`src/sv/bfs_pkg.sv`:
```
`timescale 1ns / 1ps
// Shared types, operation codes and the byte priority encoder for the bitmap finder.
// No dependencies; imported by bfs_ctrl and bitmap_find_next_set_unit.
package bfs_pkg;

  localparam int SIZE_W  = 13;   // size register and found index width
  localparam int START_W = 12;   // start index width
  localparam int BADDR_W = 9;    // byte address width
  localparam int BYTE_W  = 8;    // bits per stored word
  localparam logic [BYTE_W-1:0] BYTE_ONES = 8'hFF;

  // Operation codes carried on in_func; the fourth code is a no-op.
  typedef enum logic [1:0] {
    FUNC_WRITE = 2'd0,
    FUNC_FIRST = 2'd1,
    FUNC_NEXT  = 2'd2
  } func_t;

  // Configuration register indexes.
  localparam logic REG_SIZE = 1'b0;

  typedef struct packed {
    logic              found;
    logic [SIZE_W-1:0] index;
  } result_t;

  // Position of the lowest set bit of a byte (zero for an empty byte).
  function automatic logic [2:0] lowest_bit(input logic [BYTE_W-1:0] b);
    logic [2:0] pos;
    pos = 3'd0;
    for (int i = BYTE_W - 1; i >= 0; i--) begin
      if (b[i]) begin
        pos = 3'(i);
      end
    end
    return pos;
  endfunction

endpackage

```
`src/sv/bfs_ctrl.sv`:
```
`timescale 1ns / 1ps
// Sequencer for the bitmap finder: clearing pass, byte writes and byte-per-cycle scans.
// Depends on bfs_pkg; drives the ports of bfs_store.
module bfs_ctrl
  import bfs_pkg::*;
#(
  parameter int DEPTH = 512,
  parameter int AW    = 9
) (
  input  logic               clk,
  input  logic               rst_n,
  input  logic               start,
  input  logic [1:0]         func,
  input  logic [BADDR_W-1:0] byte_address,
  input  logic [BYTE_W-1:0]  byte_data,
  input  logic [START_W-1:0] start_index,
  input  logic [SIZE_W-1:0]  size_eff,
  output logic               busy,
  output logic               res_valid,
  output result_t            res,
  output logic               mem_we,
  output logic [AW-1:0]      mem_waddr,
  output logic [BYTE_W-1:0]  mem_wdata,
  output logic [AW-1:0]      mem_raddr,
  input  logic [BYTE_W-1:0]  mem_rdata
);

  // Bit-index width: holds any byte start address plus one byte of headroom.
  localparam int CW = (AW + 4 > SIZE_W + 1) ? AW + 4 : SIZE_W + 1;

  typedef enum logic [2:0] {
    ST_CLEAR = 3'b001,
    ST_IDLE  = 3'b010,
    ST_SCAN  = 3'b100
  } state_t;

  state_t            state_r, state_nxt;
  logic [AW-1:0]     clr_cnt_r, clr_cnt_nxt;
  logic [CW-1:0]     base_r, base_nxt;
  logic [BYTE_W-1:0] mask_r, mask_nxt;
  logic              res_valid_r, res_valid_nxt;
  result_t           res_r, res_nxt;

  logic [SIZE_W-1:0] from;
  logic [CW-1:0]     from_ext;
  logic [CW-1:0]     size_ext;
  logic [CW-1:0]     next_base;
  logic [CW-1:0]     hit_pos;
  logic [BYTE_W-1:0] cur;
  logic              addr_ok;

  assign size_ext  = CW'(size_eff);
  assign next_base = base_r + CW'(BYTE_W);
  assign cur       = mem_rdata & mask_r;
  assign hit_pos   = base_r | CW'(lowest_bit(cur));
  assign addr_ok   = 32'(byte_address) < 32'(DEPTH);

  always_comb begin
    if (func == FUNC_NEXT) begin
      from = SIZE_W'(start_index) + SIZE_W'(1);
    end else begin
      from = '0;
    end
  end

  assign from_ext = CW'(from);

  always_comb begin
    state_nxt     = state_r;
    clr_cnt_nxt   = clr_cnt_r;
    base_nxt      = base_r;
    mask_nxt      = mask_r;
    res_valid_nxt = 1'b0;
    res_nxt       = res_r;
    mem_we        = 1'b0;
    mem_waddr     = AW'(byte_address);
    mem_wdata     = byte_data;
    mem_raddr     = from_ext[AW+2:3];

    case (state_r)
      ST_CLEAR: begin
        mem_we    = 1'b1;
        mem_waddr = clr_cnt_r;
        mem_wdata = '0;
        clr_cnt_nxt = clr_cnt_r + AW'(1);
        if (32'(clr_cnt_r) == DEPTH - 1) begin
          state_nxt = ST_IDLE;
        end
      end
      ST_IDLE: begin
        if (start) begin
          case (func)
            FUNC_WRITE: begin
              mem_we        = addr_ok;
              res_valid_nxt = 1'b1;
              res_nxt       = '{found: 1'b0, index: '0};
            end
            FUNC_FIRST, FUNC_NEXT: begin
              if (from >= size_eff) begin
                res_valid_nxt = 1'b1;
                res_nxt       = '{found: 1'b0, index: size_eff};
              end else begin
                base_nxt  = {from_ext[CW-1:3], 3'b000};
                mask_nxt  = BYTE_ONES << from[2:0];
                state_nxt = ST_SCAN;
              end
            end
            default: begin
              res_valid_nxt = 1'b1;
              res_nxt       = '{found: 1'b0, index: '0};
            end
          endcase
        end
      end
      ST_SCAN: begin
        mem_raddr = next_base[AW+2:3];
        if (cur != '0) begin
          // Hit in this byte; drop it if it lies in the unused tail.
          res_valid_nxt = 1'b1;
          state_nxt     = ST_IDLE;
          if (hit_pos >= size_ext) begin
            res_nxt = '{found: 1'b0, index: size_eff};
          end else begin
            res_nxt = '{found: 1'b1, index: hit_pos[SIZE_W-1:0]};
          end
        end else if (next_base >= size_ext) begin
          res_valid_nxt = 1'b1;
          res_nxt       = '{found: 1'b0, index: size_eff};
          state_nxt     = ST_IDLE;
        end else begin
          base_nxt = next_base;
          mask_nxt = BYTE_ONES;
        end
      end
      default: begin
        state_nxt = ST_IDLE;
      end
    endcase
  end

  always_ff @(posedge clk) begin
    if (!rst_n) begin
      state_r     <= ST_CLEAR;
      clr_cnt_r   <= '0;
      res_valid_r <= 1'b0;
    end else begin
      state_r     <= state_nxt;
      clr_cnt_r   <= clr_cnt_nxt;
      res_valid_r <= res_valid_nxt;
    end
  end

  always_ff @(posedge clk) begin
    base_r <= base_nxt;
    mask_r <= mask_nxt;
    res_r  <= res_nxt;
  end

  assign busy      = (state_r != ST_IDLE);
  assign res_valid = res_valid_r;
  assign res       = res_r;

endmodule

```
`config.mk`:
```
export PLATFORM = sky130hd
export DESIGN_NAME = bfs_ctrl
export DESIGN_NICKNAME = d
export VERILOG_FILES = /design/src/sv/bfs_pkg.sv /design/src/sv/bfs_ctrl.sv
export SDC_FILE = /design/constraint.sdc
export NUM_CORES = 1
export LEC_CHECK = 0
export BUFFER_PORTS_ARGS = -buffer_cell sky130_fd_sc_hd__buf_2
export CORE_MARGIN = 3
export CORE_UTILIZATION = 30
export DETAILED_ROUTE_END_ITERATION = 7
export PLACE_DENSITY = 0.63
export SLEW_MARGIN = 10
export SYNTH_ARGS = -nofsm -noshare
export SYNTH_HDL_FRONTEND = slang
export SYNTH_SLANG_ARGS = --single-unit
```
`constraint.sdc`:
```
create_clock -name clk -period 3.95 [get_ports clk]
set_input_delay 0.5925 -clock clk [delete_from_list [all_inputs] [get_ports clk]]
set_output_delay 0.5925 -clock clk [all_outputs]
set_load 0.05 [all_outputs]
```
Word-level counts from Yosys, hierarchy flattened. Index checks and enable logic that the tools add are counted.

Bits of input ports: 55. Register bits: 49. Word-level logic and storage cells: 85.

Eq/ne operators: 15. Reduce and logical (&&, ||, !) cells: 7. Order comparisons: 3. Bitwise logic cells: 2. Shift operators: 1. Add/subtract/negate cells: 3. Mux-type cells: 47.

Operator list (count): $mux W14 (11); $pmux W14 S2 (2); $mux W8 (6); $mux W3 (14); $ge A14 B13 Y1 (2); $mux W9 (2); $pmux W8 S2 (1); $add A14 B4 Y14 const B (1); $or A14 B3 Y14 (1); $add A12 B1 Y13 const B (1); $ge A13 B13 Y1 (1); $mux W13 (1); $ne A2 B2 Y1 const B (6); $add A9 B1 Y9 const B (1); $eq A9 B9 Y1 const B (1); $pmux W3 S3 (1); $and A8 B8 Y8 (1); $reduce_bool A8 Y1 (1); $shl A8 B3 Y8 const A (1); $mux W1 (7); $ne A3 B3 Y1 const B (2); $reduce_and A6 Y1 (1); $reduce_and A5 Y1 (1); $pmux W1 S2 (2); other kinds (10) (10).

Logic depth before layout (Yosys ltp). Gate-level depths: netlist of run 1.

Word-level depth: 14. Gate-level depth with buffers: 13. Depth with buffers taken out: 12.

Worst setup path before layout of run 1. No wires, ideal clock.

Path type: input to register. Start: input port start_index[3]. End: register base_r[10] (enable). Cell stages on the path: 10. Path buffers: 0. Path slack: -0.020 ns. Arrival: 3.570 ns. Path through: and4_1 nand4_1 or3_1 a21boi_1 ha_1 a21o_1 a211o_1 a2111oi_0 nor3_1 a21oi_1.

Longest elaborated chain between the ends: 5.

RTL lines: start: declaration (RTL line bfs_ctrl.sv:16) `input logic [START_W-1:0] start_index,`; $add A12 B1 Y13 (RTL line bfs_ctrl.sv:60) `from = SIZE_W'(start_index) + SIZE_W'(1);`; $mux W13 (RTL line bfs_ctrl.sv:59) `if (func == FUNC_NEXT) begin`; $ge A13 B13 Y1 (RTL line bfs_ctrl.sv:99) `if (from >= size_eff) begin`; $ne A2 B2 Y1 (no line); $reduce_and A6 Y1 (no line); end signal: assignment (RTL line bfs_ctrl.sv:154) `base_r <= base_nxt;`; end: declaration (RTL line bfs_ctrl.sv:39) `logic [CW-1:0] base_r, base_nxt;`.

Every way passes these cells. A chain may end at the register's enable or synchronous reset.

Worst setup path in the final report of run 1.
Start: input port start_index[3]. End: register res_valid_r, in the netlist res_valid.

Longest elaborated chain between the ends: 7.

RTL lines: $add A12 B1 Y13 (RTL line bfs_ctrl.sv:60); $mux W13 (RTL line bfs_ctrl.sv:59); $ge A13 B13 Y1 (RTL line bfs_ctrl.sv:99); $mux W1 (RTL line bfs_ctrl.sv:99); $mux W1 (RTL line bfs_ctrl.sv:92) `case (func)`; $mux W1 (RTL line bfs_ctrl.sv:91) `if (start) begin`; $pmux W1 S2 (RTL line bfs_ctrl.sv:80) `case (state_r)`; end signal: assignment (RTL line bfs_ctrl.sv:149) `res_valid_r <= res_valid_nxt;`; end: declaration (RTL line bfs_ctrl.sv:41) `logic res_valid_r, res_valid_nxt;`.

Every way passes these cells.

==> results of run 1 <==
==> layout make-up <==
| type | instances | area share |
|---|---|---|
| sequential | 45 | 0.282 |
| timing repair buffer | 99 | 0.118 |
| clock buffer | 6 | 0.0300 |
| multi-input combinational | 294 | 0.498 |
| tap | 143 | 0.0412 |
| clock inverter | 2 | 0.00288 |
| inverter | 32 | 0.0277 |
==> power groups by stage <==
stage | logic [W] | clock network, W | registers (W)
2_1_floorplan | 0.000122 | 0 | 0.000520
3_3_place_gp | 0.000179 | 0 | 0.000521
3_5_place_dp | 0.000185 | 0 | 0.000521
4_1_cts | 0.000186 | 0.000422 | 0.000510
5_1_grt | 0.000209 | 0.000437 | 0.000511
6_report | 0.000185 | 0.000414 | 0.000510
==> layout by cell type (no fill, tap or decap), drive strengths merged, types with 15 or more instances in the layout <==
| cell | instances |
|---|---|
| ha | 42 |
| o21ai | 20 |
| nor2 | 16 |
| nand3 | 15 |
| mux2 | 16 |
| edfxtp | 32 |
| nand2 | 47 |
| xnor2 | 15 |
| buf | 99 |
| inv | 34 |
==> critical path: stages <==
cell and delay [ns]:
buf_2 0.14, and4_1 0.29, nand4_1 0.16, or3_1 0.33, a21boi_1 0.24, ha_1 0.29, a21o_1 0.18, a211o_1 0.28
a2111oi_0 0.44, nor3_1 0.16, o221a_2 0.43, and2_1 0.22
==> sequential cells by signal (all words and copies together), names as in the netlist <==
name	flops
res_valid	1
res	14
base_r	11
mask_r	7
clr_cnt_r	9
state_r	3
==> synthesized netlist by cell type (2+ instances only) <==
| library cell | number |
|---|---|
| a211oi_1 | 2 |
| a21boi_1 | 7 |
| a21o_1 | 3 |
| a21oi_1 | 12 |
| a22oi_1 | 4 |
| and2_1 | 13 |
| and3_1 | 3 |
| buf_4 | 9 |
| clkbuf_1 | 6 |
| dfxtp_1 | 13 |
| edfxtp_1 | 32 |
| ha_1 | 42 |
| inv_1 | 31 |
| mux2_2 | 16 |
| mux2i_1 | 14 |
| nand2_1 | 46 |
| nand2b_1 | 5 |
| nand3_1 | 15 |
| nand4_1 | 9 |
| nor2_1 | 15 |
| nor2b_1 | 13 |
| nor3_1 | 4 |
| nor3b_1 | 3 |
| nor4_1 | 2 |
| nor4b_1 | 2 |
| o21a_1 | 2 |
| o21ai_0 | 19 |
| o31ai_1 | 2 |
| or3_1 | 7 |
| xnor2_1 | 15 |
| xor2_1 | 4 |
==> stage by stage <==
stage,cell area (µm²),util
finish,4340,0.375
global route,4340,0.375
CTS,4340,0.375
detailed placement,4200,0.363
global placement,4200,0.363
floorplan,3600,-
==> path summary, 6_finish.rpt <==
check | to | from | slack [ns] | cells past startpoint
setup / recovery | res_valid$_SDFF_PN0_ | start_index[3] | 0.39 | 12
hold / removal | clr_cnt_r[7]$_SDFFE_PN0P_ | clr_cnt_r[7]$_SDFFE_PN0P_ | 0.51 | 2
setup reg to reg | res[12]$_DFFE_PP_ | base_r[3]$_DFFE_PP_ | 0.70 | 9
hold reg to reg | clr_cnt_r[7]$_SDFFE_PN0P_ | clr_cnt_r[7]$_SDFFE_PN0P_ | 0.51 | 2
==> logic make-up (layout without fill, tap and decap cells) <==
group,count (synthesis),after routing
mux,30,30
flops,45,45
compound gates,61,61
fa+ha+maj,42,42
buf+inv,49,139
simple gates,142,142
xor+xnor,19,19
==> routing by layer <==
metal,up-vias,GRT usage
met3,4,0.0225
met4,0,0.0407
li1,1553,-
met1,1418,0.192
met5,-,0
met2,68,0.208
==> flow_summary.ini, run 1 <==
[logic_synthesis]
synth_flop_cell = edfxtp_1
yosys.cell_types.count = 49
yosys_warnings = 0
synthTopCellsByArea = edfxtp_1 (27%), ha_1 (15%), dfxtp_1 (7.2%), mux2_2 (5.0%), nand2_1 (4.8%)
syn_nets = 485
synth_mux_area_frac = 0.0890
synth-seq-cells = 45
synth_area_mm2 = 0.00360
async_flop_share = 0
synth-seq-area-share = 0.339
synth_edf_count = 32
yosys.area_share.simple = 0.203
syn_area_per_cell_um2 = 9.28
synth_top_cell_area_share = 0.267
synth-adder-area-share = 0.146
synth.largest_area_cell = edfxtp_1
synthCells = 388
synth_compound_area_frac = 0.114
synth_top_family_by_area = simple AND/OR/NAND/NOR gates
synth_xor_area_frac = 0.0462

[die]
fp.dieH_um = 116
dieArea_mm2 = 0.0134
dieWidth_um = 116
ios = 98
rows = 39
initial_utilization = 0.311
core_mm2 = 0.0116

[power]
pwr-share-seq = 0.460
clockPowerShare = 0.373
p_comb_frac = 0.167
p_int_w = 0.000819
p_leak_nw = 2.07
ir_drop_uv = 132
switching_share = 0.262
power_per_cell_area_mw_per_mm2 = 256
power_w = 0.00111
p_sw_w = 0.000291

[sta]
fin_worst_skew_ns = 0.00901
rsz0062_at_grt = false
hold_viol = 0
fin_ws_ns = 0.390
worst_pin_slew_ns = 0.861
slew_viol_final = 0
setup_violations = 0
fin_tns_setup_ns = 0
max_freq_ghz = 0.281
holdWs_ns = 0.510
post-route-period-util = 0.901
max_slew_margin = 0.425
period_needed_ns = 3.56

[critical_path]
crit_path_end_kind = register
critPathKind = input pin to register
critPathMaxFanout = 15
critPathLaunchType = input pin
cp.arrival_ns = 3.74
crit_required_ns = 4.13

[placed_design]
dpl.cell_count = 613
place_ws_ns = 0.147
io_buffers = 97
hpwl_um = 7670
place.gp.congestion = 0.816

[global_route]
grt-ovfl-total = 0
grt_pass1_wl_um = 14300
track_usage = 0.134
grt_max_degree = 26
grt_pass1_vias = 2925
grt_antenna_before_repair = 0

[drt]
ant_nets = 0
firstDrtPassIters = 4
via_count = 3043
wl_um = 9170
drtIter0Drc = 198
met3_length_um = 517
drt-met1-wl_um = 4400
drc = 0
avgRoutedWirePerCell_um = 14.8
vias_per_cell = 4.90
routed.top_layer = met4
met2RoutedLength_um = 4170

[clocking]
cts_made_buffers = 5
clock_sinks = 45
cts_tree = yes
worstSkewPairLatency_ns = 0.29
cts_setup_buffers = 0
cts_max_path_buffers = 2
clkTransAtPathRegs_ns = 0.06
ctsHoldBuffers = 0
htree_num_levels = 2
cts_root_buf = clkbuf_16
cts_resized = 0

[final_layout]
multi_input_area_mm2 = 0.00216
nFillCells = 1135
nets = 574
finalNonFillerCells = 621
num_antenna_cells = 0
areaGrowthSynthToFinish_pct = 20.5
regArea_mm2 = 0.00122
drive_gt1_frac = 0.274

[hold_path]
min_path_type = register to register

[run]
cap_violations = 0

[outcome]
outcome = completed
Power figures use the tool's default switching activity.
==> run 2, diff against run 1 <==
--- a/config.mk
+++ b/config.mk
@@ -10,6 +10,7 @@
 export CORE_UTILIZATION = 30
 export DETAILED_ROUTE_END_ITERATION = 7
 export PLACE_DENSITY = 0.63
+export SETUP_SLACK_MARGIN = 0.3
 export SLEW_MARGIN = 10
 export SYNTH_ARGS = -nofsm -noshare
 export SYNTH_HDL_FRONTEND = slang
==> constraint.sdc (replaced) <==
create_clock -name clk -period 3.95 [get_ports clk]
set_input_delay 0 -clock clk [delete_from_list [all_inputs] [get_ports clk]]
set_output_delay 0 -clock clk [all_outputs]
set_load 0.05 [all_outputs]
==> run 2 against run 1 <==
Core utilization up 0.097 points. Power up 4.6%. Clock power grew 12%. First-iteration DRC count is 19% lower. Clock skew shrank 0.0017 ns. Largest power group unchanged. Sequential share of layout area is 0.073 points lower. Final cell count unchanged.
==> flow_summary.ini, run 2 (synthesis results as in run 1) <==
[critical_path]
crit_required_ns = 3.97
crit_family = compound AO/OA/AOI/OAI gates
max_stage_delay_ns = 0.42
rrSetupSlack_ns = 0.89
reg2reg_depth = 12
critPathCapture = res[12]$_DFFE_PP_
critPathLaunchType = register
slowest_stage = o31ai_1
worstPathCellList = nand2_1, a22o_1, a22oi_1, a21oi_1, o21ai_0, ha_1, nand2b_1, a21oi_1, nor4b_1, o31ai_1, nand2_2, mux2i_1
cp.arrival_ns = 3.07
crit_path_end_kind = register
crit_start = mask_r[6]$_SDFFCE_PN1P_
critPathMaxFanout = 13
rr_startpoint = mask_r[6]$_SDFFCE_PN1P_
cp_common_cell = a21oi_1
path_buf_inv = 0
r2r-end = res[12]$_DFFE_PP_
critPathKind = register to register
path_depth = 12

[drt]
drtIter0Drc = 161
wl_um = 9090
via_count = 3058
avgRoutedWirePerCell_um = 14.6
ant_nets = 0
drc = 0
firstDrtPassIters = 4
vias_per_cell = 4.92

[die]
dieWidth_um = 116
fp.dieH_um = 116
dieArea_mm2 = 0.0134
ios = 98
core_mm2 = 0.0116
rows = 39
initial_utilization = 0.311

[outcome]
outcome = completed

[final_layout]
num_antenna_cells = 0
final_util = 0.376
nFillCells = 1156
postLayoutCellArea_mm2 = 0.00435
largest_reg_flops = 14
areaGrowthSynthToFinish_pct = 20.8
multi_input_area_mm2 = 0.00216
layout_commonest_cell = buf_2
final_cell_mix = buf_2 (97), nand2_1 (46), ha_1 (42), edfxtp_1 (32), inv_1 (31)
nets = 574
regArea_mm2 = 0.00122
drive_gt1_frac = 0.272

[sta]
hold_viol = 0
max_slew_margin = 0.442
setup_violations = 0
max_freq_ghz = 0.327
holdWs_ns = 0.0580
slew_viol_final = 0
worst_pin_slew_ns = 0.835
fin_worst_skew_ns = 0.00733
period_needed_ns = 3.06
rsz0062_at_grt = false
post-route-period-util = 0.774
fin_tns_setup_ns = 0

[global_route]
grt_pass1_wl_um = 14500
grt_pass1_vias = 2971
grt_antenna_before_repair = 0
grt-ovfl-total = 0
track_usage = 0.136
grt_max_degree = 20

[clocking]
htree_num_levels = 2
cts_setup_buffers = 0
clkTransAtPathRegs_ns = 0.06
cts_max_path_buffers = 2
cts_tree = yes
cts_root_buf = clkbuf_16
clock_sinks = 45
cts_made_buffers = 5
cts_resized = 0
ctsHoldBuffers = 0
worstSkewPairLatency_ns = 0.28

[power]
p_leak_nw = 2.08
ir_drop_uv = 163
power_per_cell_area_mw_per_mm2 = 267

[run]
cap_violations = 0

[hold_path]
min_path_type = input pin to register

[placed_design]
hpwl_um = 7670
place.gp.congestion = 0.834
io_buffers = 97
placed_cell_area_mm2 = 0.00418
## run 2: metrics by stage
step | setup WS [ns] | cells | total power [W]
global placement | 0.886 | 613 | 0.000700
detailed placement | 0.766 | 613 | 0.000706
global route | 0.596 | 621 | 0.00121
floorplan | 0.572 | 388 | 0.000642
CTS | 0.882 | 621 | 0.00117
finish | 0.892 | 621 | 0.00116
## run 2: worst register-to-register path, delay by kind of cell, from the launching register on
family	cells	cell delay, ns
simple gates	4	0.65
flops	1	0.34
compound gates	6	1.30
mux	1	0.21
fa+ha+maj	1	0.29
## run 2: power by group
part	leakage [nW]	internal, W	switching (W)
clock	0.0856	0.000291	0.000174
sequential	0.405	0.000507	0.00000324
combinational	1.59	0.0000746	0.000112
## run 2: cell type report
type,count,area share
tap,143,0.0411
sequential,45,0.281
clock inverter,1,0.00144
clock buffer,7,0.0377
timing repair buffer,99,0.115
inverter,32,0.0276
multi-input combinational,294,0.496
## run 2: how the worst min path moves through the flow
stage               startpoint                       to  slack, ns  depth (start not counted)
finish                   rst_n  state_r[0]$_SDFFE_PN1P_       0.06                          2
global route             rst_n  state_r[0]$_SDFFE_PN1P_       0.07                          2
CTS                      rst_n  state_r[0]$_SDFFE_PN1P_       0.06                          2
detailed placement       rst_n  state_r[0]$_SDFFE_PN1P_       0.35                          2
global placement         rst_n  state_r[0]$_SDFFE_PN1P_       0.34                          2
floorplan                rst_n  state_r[0]$_SDFFE_PN1P_       0.11                          1
## run 2: routing by layer
layer  routed length [µm]  GRT usage  vias up
met2                 4180      0.216       67
met3                  489     0.0235        4
met4                   56     0.0344        0
met5                    0          0        -
li1                     -          -     1549
met1                 4360      0.191     1438
==> run 3, diff against run 2 <==
==> constraint.sdc (replaced) <==
create_clock -name clk -period 2.6 [get_ports clk]
set_input_delay 0 -clock clk [delete_from_list [all_inputs] [get_ports clk]]
set_output_delay 0 -clock clk [all_outputs]
set_load 0.05 [all_outputs]
==> run 3 against run 2 <==
The run now ends with negative setup slack left. Hold slack worse by 0.014 ns. Clock-buffer cell count unchanged. Critical path depth down 2. Routed wire length up 16%. Setup slack worse by 1.1 ns. Sequential power up 52%. Core utilization up 8.2 points. Final cell count up 13%. Non-clock buffer count up 81. Clock power up 50%. Critical endpoint is now base_r[11]$_DFFE_PP_.
==> flow_summary.ini, run 3 (synthesis results as in run 1) <==
[outcome]
outcome = finished, violations left
failed_checks = negative setup slack

[die]
fp.dieH_um = 116
core_mm2 = 0.0116
dieWidth_um = 116
rows = 39
initial_utilization = 0.311
dieArea_mm2 = 0.0134
ios = 98

[critical_path]
crit_start = base_r[4]$_DFFE_PP_
rrSetupSlack_ns = -0.21
slowest_stage = nor4_2
critPathKind = register to register
worstPathCellList = inv_1, nor3_2, xnor2_1, ha_1, a21oi_2, a21boi_1, nor4_2, o2111ai_4, a21oi_4, buf_4
rr_startpoint = base_r[4]$_DFFE_PP_
cp.arrival_ns = 2.82
critPathLaunchType = register
critPathCapture = base_r[11]$_DFFE_PP_
crit_path_end_kind = register
max_stage_delay_ns = 0.43
crit_required_ns = 2.61
critPathMaxFanout = 4
r2r-end = base_r[11]$_DFFE_PP_
reg2reg_depth = 10

[global_route]
grt-ovfl-total = 0
grt_pass1_wl_um = 16300
grt_pass1_vias = 3311
track_usage = 0.153
grt_max_degree = 25
grt_antenna_before_repair = 0

[final_layout]
num_antenna_cells = 0
largest_reg_flops = 14
nets = 656
finalNonFillerCells = 703
layout_commonest_cell = buf_2
drive_gt1_frac = 0.434
areaGrowthSynthToFinish_pct = 47.2
final_cell_mix = buf_2 (97), buf_4 (74), nand2_1 (45), ha_1 (40), edfxtp_1 (32)
nFillCells = 1037

[clocking]
cts_root_buf = clkbuf_16
cts_made_buffers = 5
clkTransAtPathRegs_ns = 0.07
clock_sinks = 45
ctsHoldBuffers = 0
worstSkewPairLatency_ns = 0.29
cts_max_path_buffers = 2
htree_num_levels = 2
cts_tree = yes

[placed_design]
place_ws_ns = -0.277
io_buffers = 97
place.gp.congestion = 0.845
hpwl_um = 8080
dpl.cell_count = 671

[sta]
worst_pin_slew_ns = 0.598
post-route-period-util = 1.08
fin_ws_ns = -0.215
max_slew_margin = 0.601
slew_viol_final = 0
period_needed_ns = 2.81
fin_tns_setup_ns = -6.81
setup_violations = 45
fin_worst_skew_ns = 0.00422
rsz0062_at_grt = true
hold_viol = 0
max_freq_ghz = 0.355

[power]
p_leak_nw = 2.54
ir_drop_uv = 287
power_w = 0.00182
power_per_cell_area_mw_per_mm2 = 344

[drt]
vias_per_cell = 4.86
ant_nets = 0
drtIter0Drc = 186
firstDrtPassIters = 4
avgRoutedWirePerCell_um = 15.0
drc = 0
wl_um = 10600
via_count = 3418

[hold_path]
hold_depth = 2
hp-start = rst_n
min_path_type = input pin to register

[run]
cap_violations = 0
## run 3: cell count changes in the layout (fill, tap and decap cells not counted), sizes merged
cell / change
buf: +80
inv: -1
clkbuf: +1
clkinv: +1
o221a: +1
## run 3: cell type report
type | instances | area, µm² | area share
multi-input combinational | 295 | 2430 | 0.459
tap | 143 | 179 | 0.0338
timing repair buffer | 180 | 1180 | 0.223
sequential | 45 | 1220 | 0.230
clock buffer | 7 | 155 | 0.0293
inverter | 32 | 123 | 0.0231
clock inverter | 1 | 8.76 | 0.00165
## run 3: stage by stage
stage,util,area (µm²),hold slack [ns]
2_1_floorplan,-,3670,0.109
3_3_place_gp,0.408,4720,0.342
4_1_cts,0.447,5170,0.0456
6_report,0.458,5300,0.0437
3_5_place_dp,0.408,4720,0.349
5_1_grt,0.458,5300,0.0856
## run 3: what timing repair did
| action | in CTS | in global routing |
|---|---|---|
| hold endpoints to repair | 0 | 0 |
| pin swaps | 15 | 15 |
| cloned | 1 | 1 |
| gates resized for setup | 18 | 20 |
| setup buffers | 21 | 1 |
| setup endpoints to repair | 49 | 49 |
## run 3: where the power goes
group	leakage (nW)	internal (W)	switching [W]
sequential	0.405	0.000770	0.00000514
clock	0.0822	0.000421	0.000275
combinational	2.05	0.000158	0.000194
total	2.54	0.00135	0.000474
## run 3: worst max-delay path, delay by kind of cell, from the launching register on
kind                     cells  cell delay, ns
buffers and inverters        2            0.26
AO/OA/AOI/OAI                4            0.68
adder cells (fa/ha/maj)      1            0.32
flip-flops                   1            0.40
XOR/XNOR                     1            0.19
AND/OR/NAND/NOR              2            0.68
## run 3: per-layer routing
metal  up-vias  wire length [µm]  global-route usage
met5         -                 0                   0
met4         0               177              0.0438
met3        11               517              0.0172
met2        94              4880               0.243
met1      1599              4970               0.218
li1       1714                 -                   -
## run 3: worst min-delay path by stage
stage / to / slack [ns]
after detailed placement: state_r[0]$_SDFFE_PN1P_ / 0.35
after global routing: clr_cnt_r[5]$_SDFFE_PN0P_ / 0.09
final: state_r[0]$_SDFFE_PN1P_ / 0.04
after floorplan: state_r[0]$_SDFFE_PN1P_ / 0.11
after CTS: state_r[0]$_SDFFE_PN1P_ / 0.05
after global placement: state_r[0]$_SDFFE_PN1P_ / 0.34
